File: config.mk
export PLATFORM = sky130hd
export DESIGN_NAME = arm_ik_out
export DESIGN_NICKNAME = d
export VERILOG_FILES = /design/src/sv/arm_ik_pkg.sv /design/src/sv/arm_ik_out.sv
export SDC_FILE = /design/constraint.sdc
export NUM_CORES = 1
export LEC_CHECK = 0
export BUFFER_PORTS_ARGS = -buffer_cell sky130_fd_sc_hd__buf_2
export CAP_MARGIN = 25
export CORE_MARGIN = 2
export CORE_UTILIZATION = 50
export CTS_BUF_LIST = sky130_fd_sc_hd__clkbuf_8 sky130_fd_sc_hd__clkbuf_16
export DETAILED_ROUTE_END_ITERATION = 8
export PLACE_DENSITY = 0.88
export SYNTH_ARGS = -nofsm -noshare
export SYNTH_HDL_FRONTEND = slang
export SYNTH_SLANG_ARGS = --single-unit
File: constraint.sdc
create_clock -name i_clk -period 6.71 [get_ports i_clk]
set_clock_uncertainty 0.05 [all_clocks]
set_input_delay 2.013 -clock i_clk [delete_from_list [all_inputs] [get_ports i_clk]]
set_output_delay 2.013 -clock i_clk [all_outputs]
set_load 0.03 [all_outputs]
File: src/sv/arm_ik_pkg.sv
// Shared types, constants and helper functions for the arm inverse kinematics block.
// No dependencies; every other file imports it.
package arm_ik_pkg;

    localparam int ANGLE_FRAC_BITS = 8;
    localparam int CORDIC_STEPS    = 16;
    localparam int TABLE_LEN       = 24;
    localparam int GUARD_BITS      = 16;
    localparam int SQRT_CELLS      = 16;   // 32 bit radicand, two bits per cell
    localparam int ANG_W           = ANGLE_FRAC_BITS + 10;
    localparam int CW              = 36;   // cordic vector width

    localparam logic signed [ANG_W-1:0] DEG90  = ANG_W'(90 * 2**ANGLE_FRAC_BITS);
    localparam logic signed [ANG_W-1:0] DEG180 = ANG_W'(180 * 2**ANGLE_FRAC_BITS);

    // register indexes
    localparam logic [2:0] REG_FIRST  = 3'd0;
    localparam logic [2:0] REG_SECOND = 3'd1;
    localparam logic [2:0] REG_SPEED  = 3'd2;
    localparam logic [2:0] REG_LIMIT  = 3'd3;
    localparam logic [2:0] REG_ELBOW  = 3'd4;
    localparam logic [2:0] REG_WRIST  = 3'd5;

    // servo ids
    localparam logic [1:0] ID_BASE  = 2'd0;
    localparam logic [1:0] ID_WRIST = 2'd3;

    typedef struct packed {
        logic [31:0] rad;
        logic [17:0] rem;
        logic [15:0] root;
    } t_sqrt;

    typedef struct packed {
        logic signed [CW-1:0]    x;
        logic signed [CW-1:0]    y;
        logic signed [ANG_W-1:0] ang;
        logic                    zero;
    } t_cordic;

    typedef struct packed {
        logic signed [15:0] x;
        logic signed [15:0] y;
        logic signed [15:0] z;
    } t_xyz;

    typedef struct packed {
        logic signed [15:0]      y;
        logic signed [15:0]      x;
        logic signed [15:0]      z;
        logic [15:0]             sh;
        logic signed [17:0]      p;
        logic                    spec;
        logic signed [ANG_W-1:0] spec_ang;
    } t_mid;

    typedef struct packed {
        logic                    spec;
        logic signed [ANG_W-1:0] spec_ang;
    } t_spec;

    // atan(2^-i) in degrees, scaled by 2^24
    function automatic logic [31:0] atan_q24(input logic [4:0] i);
        logic [31:0] v;
        case (i)
            5'd0:  v = 32'd754974720;
            5'd1:  v = 32'd445687602;
            5'd2:  v = 32'd235489088;
            5'd3:  v = 32'd119537938;
            5'd4:  v = 32'd60000934;
            5'd5:  v = 32'd30029717;
            5'd6:  v = 32'd15018523;
            5'd7:  v = 32'd7509720;
            5'd8:  v = 32'd3754917;
            5'd9:  v = 32'd1877466;
            5'd10: v = 32'd938734;
            5'd11: v = 32'd469367;
            5'd12: v = 32'd234684;
            5'd13: v = 32'd117342;
            5'd14: v = 32'd58671;
            5'd15: v = 32'd29335;
            5'd16: v = 32'd14668;
            5'd17: v = 32'd7334;
            5'd18: v = 32'd3667;
            5'd19: v = 32'd1833;
            5'd20: v = 32'd917;
            5'd21: v = 32'd458;
            5'd22: v = 32'd229;
            5'd23: v = 32'd115;
            default: v = 32'd0;
        endcase
        return v;
    endfunction

    function automatic logic signed [ANG_W-1:0] step_angle(input logic [4:0] i);
        logic [31:0] t;
        t = atan_q24(i) + (32'd1 << (23 - ANGLE_FRAC_BITS));
        return ANG_W'(t >> (24 - ANGLE_FRAC_BITS));
    endfunction

    // scale, then turn a vector with negative x into the right half plane
    function automatic t_cordic prerot(input logic signed [17:0] num,
                                       input logic signed [17:0] den);
        logic signed [CW-1:0] xs;
        logic signed [CW-1:0] ys;
        t_cordic c;
        xs = $signed({{(CW-18-GUARD_BITS){den[17]}}, den, {GUARD_BITS{1'b0}}});
        ys = $signed({{(CW-18-GUARD_BITS){num[17]}}, num, {GUARD_BITS{1'b0}}});
        c.zero = (num == 18'sd0) && (den == 18'sd0);
        c.x = xs;
        c.y = ys;
        c.ang = '0;
        if (xs < 0) begin
            if (ys >= 0) begin
                c.x = ys;
                c.y = -xs;
                c.ang = DEG90;
            end else begin
                c.x = -ys;
                c.y = xs;
                c.ang = -DEG90;
            end
        end
        return c;
    endfunction

    // truncate to whole degrees, subtract offset, clamp to 0..lim
    function automatic logic [7:0] cmd_angle(input logic signed [ANG_W-1:0] a,
                                             input logic [7:0] off,
                                             input logic [7:0] lim);
        logic signed [ANG_W-1:0] m;
        logic signed [ANG_W+1:0] w;
        logic [7:0] res;
        m = (a >= 0) ? (a >>> ANGLE_FRAC_BITS) : -((-a) >>> ANGLE_FRAC_BITS);
        w = $signed({{2{m[ANG_W-1]}}, m}) - $signed({{(ANG_W-6){1'b0}}, off});
        if (w < 0)
            res = 8'd0;
        else if (w > $signed({{(ANG_W-6){1'b0}}, lim}))
            res = lim;
        else
            res = w[7:0];
        return res;
    endfunction

endpackage

File: src/sv/arm_ik_out.sv
// Result serializer: holds four servo angles and hands out four commands per item, one at a time.
// Depends on arm_ik_pkg.
module arm_ik_out (
    input  logic            i_clk,
    input  logic            i_rst_n,
    input  logic            i_load_valid,
    input  logic [3:0][7:0] i_angles,
    input  logic [7:0]      i_rate,
    output logic            o_take,
    input  logic            i_stall,
    output logic            o_valid,
    output logic [1:0]      o_servo_id,
    output logic [7:0]      o_servo_angle,
    output logic [7:0]      o_servo_rate,
    output logic            o_last_command
);
    import arm_ik_pkg::*;

    logic            r_busy;
    logic [1:0]      r_cnt;
    logic [3:0][7:0] r_ang;
    logic [7:0]      r_rate;
    logic            last;

    assign last   = (r_cnt == ID_WRIST);
    assign o_take = i_load_valid && (!r_busy || (last && !i_stall));

    always_ff @(posedge i_clk) begin
        if (!i_rst_n) begin
            r_busy <= 1'b0;
            r_cnt  <= ID_BASE;
        end else if (o_take) begin
            r_busy <= 1'b1;
            r_cnt  <= ID_BASE;
        end else if (r_busy && !i_stall) begin
            if (last)
                r_busy <= 1'b0;
            else
                r_cnt <= r_cnt + 2'd1;
        end
    end

    always_ff @(posedge i_clk) begin
        if (o_take) begin
            r_ang  <= i_angles;
            r_rate <= i_rate;
        end
    end

    assign o_valid        = r_busy;
    assign o_servo_id     = r_cnt;
    assign o_servo_angle  = r_ang[r_cnt];
    assign o_servo_rate   = r_rate;
    assign o_last_command = last;
endmodule
==> results by group <==
Drt
  – Pre-antenna DRT Iters: 3
  – Avg WL per Cell: 15.1 um
  – Antenna-violating nets left: 0
  – Detailed Route Iter0 Violations: 25
  – Post-detailed-route DRC marker count: 0
  – Routed WL: between 2000 and 3000 um
  – Vias: 850
  – Avg Vias per Cell: 5.09

Global routing
  – Initial antenna violation count: 0
  – GRT Resource Usage Total: 0.154
  – First-pass GRT wire length: 3800 um
  – Vias in the first global route: 850
  – Overflow after GRT: 0
  – Pin count of the biggest net entering global routing: 43

Floorplanning
  – Ports: 65
  – Initial Util: 0.520
  – Die ar.: between 0.003 and 0.004 sq mm
  – Core ar.: 0.00300 sq mm
  – Die Wd: ~60 um
  – Die height: between 50 and 60 um
  – Core Rows: 20

Setup path
  – Startpoint Class: primary input
  – Reg2Reg Capture Point: r_ang[30]
  – Reg2reg start: o_servo_id[0]
  – R2r worst-path depth: 4
  – CP max FO: 2
  – Reg2reg setup slack: 4.37 ns
  – Setup crit end kind: primary output
  – Worst path arrival time: between 2 and 3 ns
  – Critical setup path kind: in2out
  – Req. time, crit path: roughly 4.7 ns

Synth
  – Seq cells post-synth: 43
  – Async SR Flop Fraction: 0
  – Cell accounting for the most synthesized area: edfxtp_1
  – Cell area after synthesis: 0.00156 sq mm
  – Cell with the most instances after synthesis: edfxtp_1
  – Synth area leaders: edfxtp_1 (77%), mux4_2 (12%), dfxtp_1 (3.8%)
  – Yosys warns: 0
  – Syn Nets: between 100 and 150
  – Cells after synthesis: between 60 and 70
  – Cell variety after synth: 14
  – Synth top area share: 0.769
  – Commonest cells in the netlist: edfxtp_1 (40), mux4_2 (8), dfxtp_1 (3)
  – Post-synthesis sequential area ratio: 0.808
  – Syn_area_per_cell: 24.8 sq um
  – Most used DFF post-synth: edfxtp_1
  – EDFF count, synth: 40

Placed design
  – Final Wtd Congestion: about 0.67
  – Dpl cells: 159
  – Place WS: roughly 1.9 ns
  – Port Buffers: 64
  – Post-DP HPWL: about 1800 um
  – Post-placement cell area: a little under 0.002 sq mm

Timing
  – Setup TNS: 0 ns
  – Slew Limit Fails: 0
  – FMAX: a little over 200 MHz
  – Final Hold Viols: 0
  – RSZ-0062 raised after global routing: no
  – Final worst slack: between 1.5 and 2 ns
  – Period utilization: 0.718
  – Worst-Margin Slew: 0.661 ns
  – Headroom to the max-slew limit: 0.559
  – Setup-failing EPs final: 0
  – Crit path time final: ~4.8 ns

Min path
  – Hold Crit Start: o_valid
  – Hold path depth: 2
  – Worst hold path type: reg2reg
  – Worst Hold End: o_valid

Clocking
  – Clock transition at the registers of the reported paths: approximately 0.070 ns
  – CTS buffer count: 5
  – Clock latency on the worst-skew pair: about 0.28 ns
  – Post-CTS sizing: 0
  – Clock root buffer: clkbuf_8
  – Number of hold buffers added after cts: 0
  – Clk buf depth: 2
  – CTS H-tree lvls: 2
  – Post-CTS Setup Bufs: 0
  – Sink Count: 43
  – CTS tree: done

Power and ir drop
  – Pwr/cell area: between 200 and 300 mW/mm^2
  – Max VDD drop: 0.187 mV
  – Pleak: ~0.80 nW

Run status
  – Status: finished, final reports clean

Layout
  – Final cell count without fillers: roughly 170
  – Core Util, Final: 0.676
  – Ant diodes: 0
  – P&R area growth vs syn: 30.0%
  – Design Area, Final: 0.00203 sq mm
  – Post-layout nets: between 150 and 200
  – Share of cells above drive strength 1: 0.627

Job
  – Total of max-cap violations: 0
sequential cells by signal, summed over array words and instances, names as in the netlist:
signal        flops
o_valid           1
o_servo_rate      8
r_ang            32
o_servo_id        2
through the flow:
stage	hold WS, ns	power, mW
finish	0.528	0.556
global route	0.556	0.576
CTS	0.531	0.563
detailed placement	0.520	0.375
global placement	0.516	0.372
floorplan	0.621	0.352
cells in the final DEF (no fill, tap or decap), types with 2 or more instances in the layout:
cell,instances
nor3b_2,2
buf_2,64
mux4_2,8
clkbuf_8,5
dfxtp_1,3
edfxtp_1,40
routing by layer:
layer / vias to the layer above / part of all wire / global-route usage
met2: 45 / 0.54 / 0.247
met4: 0 / 0.0076 / 0.0667
met3: 2 / 0.088 / 0.0649
met5: - / 0 / 0
li1: 399 / - / -
met1: 404 / 0.37 / 0.182
cells by family after synthesis:
| logic type | count (synthesis) | share of synthesized area |
|---|---|---|
| xor+xnor | 1 | 0.00561 |
| compound gates | 2 | 0.0104 |
| simple gates | 5 | 0.0361 |
| mux | 9 | 0.122 |
| flops | 43 | 0.808 |
| fa+ha+maj | 1 | 0.00801 |
| buf+inv | 2 | 0.0104 |
cell type report:
| cell class | count | area [sq um] |
|---|---|---|
| clock buffer | 5 | 68.8 |
| multi-input combinational | 18 | 292 |
| fill | 200 | 973 |
| timing repair buffer | 65 | 328 |
| tap | 33 | 41.3 |
| sequential | 43 | 1260 |
| clock inverter | 3 | 38.8 |
worst max-delay path, stage by stage:
cell      delay, ns
buf_2          0.12
nand2b_1       0.19
a21boi_4       0.21
buf_2          0.22
power breakdown:
part | internal [mW] | switching, mW | total (mW) | leakage [nW]
Combinational | 0.0224 | 0.0301 | 0.0526 | 0.340
Sequential | 0.310 | 0.00532 | 0.315 | 0.406
Clock | 0.109 | 0.0790 | 0.188 | 0.0556
Total | 0.441 | 0.114 | 0.556 | 0.801
worst max-delay path by stage:
stage	cells past startpoint	end	startpoint	slack (ns)
2_1_floorplan	2	o_take	i_stall	1.04
3_3_place_gp	4	o_take	i_stall	1.90
3_5_place_dp	4	o_take	i_stall	1.89
4_1_cts	4	o_take	i_stall	1.88
5_1_grt	4	o_take	i_stall	1.87
6_report	4	o_take	i_stall	1.89
(Power assumes the default switching activity.)
