## config.mk

```make
export PLATFORM = sky130hd
export DESIGN_NAME = arm_ik_sqrt_cell
export DESIGN_NICKNAME = d
export VERILOG_FILES = /design/src/sv/arm_ik_pkg.sv /design/src/sv/arm_ik_sqrt_cell.sv
export SDC_FILE = /design/constraint.sdc
export NUM_CORES = 1
export LEC_CHECK = 0
export BUFFER_PORTS_ARGS = -buffer_cell sky130_fd_sc_hd__buf_2
export CORE_MARGIN = 2
export CORE_UTILIZATION = 40
export DETAILED_ROUTE_END_ITERATION = 16
export PLACE_DENSITY = 0.69
export REMOVE_ABC_BUFFERS = 1
export SYNTH_ARGS = -nofsm -noshare
export SYNTH_HDL_FRONTEND = slang
export SYNTH_SLANG_ARGS = --single-unit
```

## constraint.sdc

```tcl
create_clock -name i_clk -period 4.3 [get_ports i_clk]
set_clock_uncertainty 0.1 [all_clocks]
set_input_delay 0.86 -clock i_clk [delete_from_list [all_inputs] [get_ports i_clk]]
set_output_delay 0.86 -clock i_clk [all_outputs]
set_load 0.01 [all_outputs]
```

## src/sv/arm_ik_pkg.sv

```systemverilog
// Shared types, constants and helper functions for the arm inverse kinematics block.
// No dependencies; every other file imports it.
package arm_ik_pkg;

    localparam int ANGLE_FRAC_BITS = 8;
    localparam int CORDIC_STEPS    = 16;
    localparam int TABLE_LEN       = 24;
    localparam int GUARD_BITS      = 16;
    localparam int SQRT_CELLS      = 16;   // 32 bit radicand, two bits per cell
    localparam int ANG_W           = ANGLE_FRAC_BITS + 10;
    localparam int CW              = 36;   // cordic vector width

    localparam logic signed [ANG_W-1:0] DEG90  = ANG_W'(90 * 2**ANGLE_FRAC_BITS);
    localparam logic signed [ANG_W-1:0] DEG180 = ANG_W'(180 * 2**ANGLE_FRAC_BITS);

    // register indexes
    localparam logic [2:0] REG_FIRST  = 3'd0;
    localparam logic [2:0] REG_SECOND = 3'd1;
    localparam logic [2:0] REG_SPEED  = 3'd2;
    localparam logic [2:0] REG_LIMIT  = 3'd3;
    localparam logic [2:0] REG_ELBOW  = 3'd4;
    localparam logic [2:0] REG_WRIST  = 3'd5;

    // servo ids
    localparam logic [1:0] ID_BASE  = 2'd0;
    localparam logic [1:0] ID_WRIST = 2'd3;

    typedef struct packed {
        logic [31:0] rad;
        logic [17:0] rem;
        logic [15:0] root;
    } t_sqrt;

    typedef struct packed {
        logic signed [CW-1:0]    x;
        logic signed [CW-1:0]    y;
        logic signed [ANG_W-1:0] ang;
        logic                    zero;
    } t_cordic;

    typedef struct packed {
        logic signed [15:0] x;
        logic signed [15:0] y;
        logic signed [15:0] z;
    } t_xyz;

    typedef struct packed {
        logic signed [15:0]      y;
        logic signed [15:0]      x;
        logic signed [15:0]      z;
        logic [15:0]             sh;
        logic signed [17:0]      p;
        logic                    spec;
        logic signed [ANG_W-1:0] spec_ang;
    } t_mid;

    typedef struct packed {
        logic                    spec;
        logic signed [ANG_W-1:0] spec_ang;
    } t_spec;

    // atan(2^-i) in degrees, scaled by 2^24
    function automatic logic [31:0] atan_q24(input logic [4:0] i);
        logic [31:0] v;
        case (i)
            5'd0:  v = 32'd754974720;
            5'd1:  v = 32'd445687602;
            5'd2:  v = 32'd235489088;
            5'd3:  v = 32'd119537938;
            5'd4:  v = 32'd60000934;
            5'd5:  v = 32'd30029717;
            5'd6:  v = 32'd15018523;
            5'd7:  v = 32'd7509720;
            5'd8:  v = 32'd3754917;
            5'd9:  v = 32'd1877466;
            5'd10: v = 32'd938734;
            5'd11: v = 32'd469367;
            5'd12: v = 32'd234684;
            5'd13: v = 32'd117342;
            5'd14: v = 32'd58671;
            5'd15: v = 32'd29335;
            5'd16: v = 32'd14668;
            5'd17: v = 32'd7334;
            5'd18: v = 32'd3667;
            5'd19: v = 32'd1833;
            5'd20: v = 32'd917;
            5'd21: v = 32'd458;
            5'd22: v = 32'd229;
            5'd23: v = 32'd115;
            default: v = 32'd0;
        endcase
        return v;
    endfunction

    function automatic logic signed [ANG_W-1:0] step_angle(input logic [4:0] i);
        logic [31:0] t;
        t = atan_q24(i) + (32'd1 << (23 - ANGLE_FRAC_BITS));
        return ANG_W'(t >> (24 - ANGLE_FRAC_BITS));
    endfunction

    // scale, then turn a vector with negative x into the right half plane
    function automatic t_cordic prerot(input logic signed [17:0] num,
                                       input logic signed [17:0] den);
        logic signed [CW-1:0] xs;
        logic signed [CW-1:0] ys;
        t_cordic c;
        xs = $signed({{(CW-18-GUARD_BITS){den[17]}}, den, {GUARD_BITS{1'b0}}});
        ys = $signed({{(CW-18-GUARD_BITS){num[17]}}, num, {GUARD_BITS{1'b0}}});
        c.zero = (num == 18'sd0) && (den == 18'sd0);
        c.x = xs;
        c.y = ys;
        c.ang = '0;
        if (xs < 0) begin
            if (ys >= 0) begin
                c.x = ys;
                c.y = -xs;
                c.ang = DEG90;
            end else begin
                c.x = -ys;
                c.y = xs;
                c.ang = -DEG90;
            end
        end
        return c;
    endfunction

    // truncate to whole degrees, subtract offset, clamp to 0..lim
    function automatic logic [7:0] cmd_angle(input logic signed [ANG_W-1:0] a,
                                             input logic [7:0] off,
                                             input logic [7:0] lim);
        logic signed [ANG_W-1:0] m;
        logic signed [ANG_W+1:0] w;
        logic [7:0] res;
        m = (a >= 0) ? (a >>> ANGLE_FRAC_BITS) : -((-a) >>> ANGLE_FRAC_BITS);
        w = $signed({{2{m[ANG_W-1]}}, m}) - $signed({{(ANG_W-6){1'b0}}, off});
        if (w < 0)
            res = 8'd0;
        else if (w > $signed({{(ANG_W-6){1'b0}}, lim}))
            res = lim;
        else
            res = w[7:0];
        return res;
    endfunction

endpackage

```

## src/sv/arm_ik_sqrt_cell.sv

```systemverilog
// One digit step of the integer square root chain: two radicand bits per cell.
// Depends on arm_ik_pkg.
module arm_ik_sqrt_cell (
    input  logic               i_clk,
    input  logic               i_en,
    input  arm_ik_pkg::t_sqrt  i_d,
    output arm_ik_pkg::t_sqrt  o_q
);
    import arm_ik_pkg::*;

    logic [19:0] rem_s;
    logic [19:0] trial;
    t_sqrt       n_q;
    t_sqrt       r_q;

    always_comb begin
        rem_s = {i_d.rem, i_d.rad[31:30]};
        trial = {2'b00, i_d.root, 2'b01};
        n_q.rad = {i_d.rad[29:0], 2'b00};
        if (rem_s >= trial) begin
            n_q.rem  = 18'(rem_s - trial);
            n_q.root = {i_d.root[14:0], 1'b1};
        end else begin
            n_q.rem  = rem_s[17:0];
            n_q.root = {i_d.root[14:0], 1'b0};
        end
    end

    always_ff @(posedge i_clk) begin
        if (i_en)
            r_q <= n_q;
    end

    assign o_q = r_q;
endmodule

```

==> implementation parameters <==
Parameter                              Value

Placed design
  IO Port Bufs ... 131
  Area post-placement ... 3890 um^2
  Global placer's final weighted congestion ... 0.785
  Detail Placement HPWL ... 5340 um
  Total placed cells including tap cells ... 459

Hold path
  Hold wc startpoint ... i_d[43]
  Worst Hold Path Cells ... 1
  Hold Path Class ... primary input to register
  End of the worst hold path ... o_q[45]$_DFFE_PP_

Final layout
  Post-route insts no fill ... 475
  Layout overhead on the synthesized area ... 30.0%
  Layout cells sized above 1 ... 0.445
  Final layout net count ... 454
  Number of flip-flops under the largest register name ... 64
  ANT cells ... 0
  Finished Cell Area ... 4080 um^2

Global route
  Number of global-route vias before repair ... 2254
  Remaining global-route overflow ... 0
  Wire length of the first global-routing pass ... 10600 um
  Antenna violations before repair ... 0
  Pin count of the biggest net entering global routing ... 38
  Total Routing Usage GR ... 0.163

Route
  Wire length after detailed routing ... 6960 um
  Number of nets with antenna violations after detailed routing ... 0
  Wirelength per Cell ... 14.7 um
  Number of iterations in the first detailed-routing pass ... 4
  Number of violations reported at the end of detailed-routing iteration 0 ... 81
  Vias ... 2285
  Via density per instance ... 4.81
  Remaining routing DRC violations ... 0

Synth
  Post-synthesis sequential element count ... 64
  Ys flop type ... edfxtp_1
  Synth top area cells ... edfxtp_1 61%, ha_1 7.2%, mux2_2 4.7%
  Seq/Total Area, Yosys ... 0.612
  Number of synthesized flops with an enable pin ... 64
  Most instantiated cells after synthesis ... 64 x edfxtp_1, 20 x inv_1, 18 x ha_1
  Synth Instances ... 230
  Synthesized cell area ... 3140 um^2
  Number of distinct library cell variants in the gate-level netlist after synthesis ... 43
  Ys async rst share ... 0
  Total number of yosys warnings ... 0
  Post-synth top area cell ... edfxtp_1
  Post-synth top area share ... 0.612
  Most frequent cell after synthesis ... edfxtp_1
  Mapped Avg Cell Area ... 13.6 um^2

Power and ir drop
  Switching pwr ... 0.000425 W
  Reported leakage power ... 1.80 nW
  Internal Pwr Total ... 0.00118 W
  Portion of total power attributed to the clock network ... 0.310
  Areal power density over the cells ... 393 nW/um^2
  Design Power ... 0.00160 W
  Maximum ir drop on the vdd rail ... 0.137 mV
  Sequential Power Share ... 0.485
  Switching power share of the total ... 0.265
  Combinational cell fraction of total power ... 0.206

Timing
  Post-layout minimum cycle time ... 2.99 ns
  Slew Viols, Final ... 0
  Maximum achievable frequency ... 334 MHz
  Setup Viol. Count Final ... 0
  Fraction of the cycle the final worst path needs ... 0.696
  Setup repair after global routing missed its margin ... no
  Final sum of negative setup slack ... 0 ns
  Worst slew margin ... 0.448
  Least-Margin Pin Slew ... 0.829 ns
  Number of endpoints with negative hold slack in the final report ... 0

Job
  Maximum Capacitance Violations ... 0

Clocking
  Number of levels in the clock H-tree ... 3
  Clock buffer depth ... 2
  Clock-pin slew on the worst setup and hold paths ... 0.07 ns
  Num CTS Buffers ... 9
  Number of hold buffers added after cts ... 0
  Post-CTS resize count ... 0
  Cell at the root of the clock tree ... clkbuf_8
  TritonCTS sink count ... 64
  Clock tree from TritonCTS ... built
  Total setup buffers inserted after CTS ... 0

Worst setup path
  Largest delay share family, worst path ... compound AO/OA/AOI/OAI gates
  CP Data Required Time ... 4.28 ns
  Sort of element at the start of the critical path ... primary input
  Crit. End Element ... register
  Signal arrival time at the worst endpoint ... 2.98 ns
  Stage delay of the slowest cell on the critical path ... 0.64 ns
  Cell breakdown of the critical path ... buf_2, inv_1, ha_1, a21oi_1, o21ai_1, a31oi_1, o211ai_4, mux2_2
  Worst path bufs/invs ... 2
  Slowest stage cell on the critical path ... o211ai_4
  Category of the critical setup timing path ... primary input to register
  Worst Path Max Fanout ... 19

Floorplan
  Starting density of the core ... 0.410
  Width of the die ... 92.6 um
  Site row count ... 32
  Floorplan Core Area ... 7650 um^2
  Number of top-level pins ... 134
  Height of the die ... 92.6 um
  Floorplan die area ... 8570 um^2

Run status
  Run status ... finished clean
==> layout make-up <==
class / count / area [um^2]
Fill cell: 695 / 3570
Clock inverter: 6 / 60.1
Timing Repair Buffer: 132 / 663
Inverter: 20 / 75.1
Multi-Input combinational cell: 141 / 1100
Tap cell: 102 / 128
Clock buffer: 10 / 128
Sequential cell: 64 / 1920
==> metrics by stage <==
| step | hold slack [ns] | utilization | setup WS [ns] |
|---|---|---|---|
| final | 0.594 | 0.534 | 1.31 |
| after global routing | 0.577 | 0.534 | 1.10 |
| after CTS | 0.573 | 0.534 | 1.30 |
| after detailed placement | 0.938 | 0.509 | 0.942 |
| after global placement | 0.937 | 0.509 | 0.978 |
| after floorplan | 0.859 | - | 1.41 |
==> cells in the final DEF, fill, tap and decap left out, types with 2 or more instances in the layout <==
master      Yosys  routed
buf_2           2     131
a211oi_1        3       3
a21oi_1        15      15
xor2_1          4       4
nor2_1         11      11
nand3_1         5       5
clkinv_2        0       3
nand2b_1        3       3
xnor2_1        10      10
mux2_1          2       2
o21ai_2         2       2
edfxtp_1       64      64
clkinvlp_4      0       2
mux2_2         13      13
clkbuf_8        0       9
nand4_1         2       2
a31oi_1         3       3
nand2_1        12      12
o21ai_0         2       2
conb_1          1       2
a21o_1          2       2
inv_1          20      20
o21a_1          6       6
mux2i_1         3       3
nor3_1          6       6
ha_1           18      18
==> cells by family after synthesis <==
group | Yosys count | share of synthesized area
xor gates and xnor gates | 14 | 0.0391
other | 1 | 0.00120
adders and majority gates | 18 | 0.0718
buffers and inverters | 26 | 0.0367
and+or+nand+nor | 46 | 0.0714
DFF | 64 | 0.612
AOI/OAI and AO/OA | 43 | 0.104
muxes | 18 | 0.0634
==> routing by layer <==
layer  track usage  vias to the layer above  routed length (um)
li1              -                     1132                   -
met1         0.191                     1048                2950
met2         0.271                       95                3340
met3        0.0545                       10                 562
met4        0.0721                        0                 110
met5             0                        -                   0
==> worst max-delay path by stage <==
stage | startpoint | slack, ns | endpoint | cells past startpoint
after floorplan | i_d[7] | 1.41 | o_q[18]$_DFFE_PP_ | 7
after global placement | i_d[7] | 0.98 | o_q[23]$_DFFE_PP_ | 8
after detailed placement | i_d[7] | 0.94 | o_q[19]$_DFFE_PP_ | 8
after CTS | i_d[7] | 1.30 | o_q[24]$_DFFE_PP_ | 8
after global routing | i_d[7] | 1.10 | o_q[29]$_DFFE_PP_ | 8
final | i_d[7] | 1.31 | o_q[24]$_DFFE_PP_ | 8
==> power by group through the flow <==
stage / Sequential [W] / Combinational, W / Clock, W
4_1_cts: 0.000778 / 0.000334 / 0.000515
3_5_place_dp: 0.000792 / 0.000333 / 0
3_3_place_gp: 0.000791 / 0.000325 / 0
5_1_grt: 0.000783 / 0.000364 / 0.000537
6_report: 0.000777 / 0.000330 / 0.000496
2_1_floorplan: 0.000830 / 0.000158 / 0
Note: power is estimated with default switching activity, not from simulation.
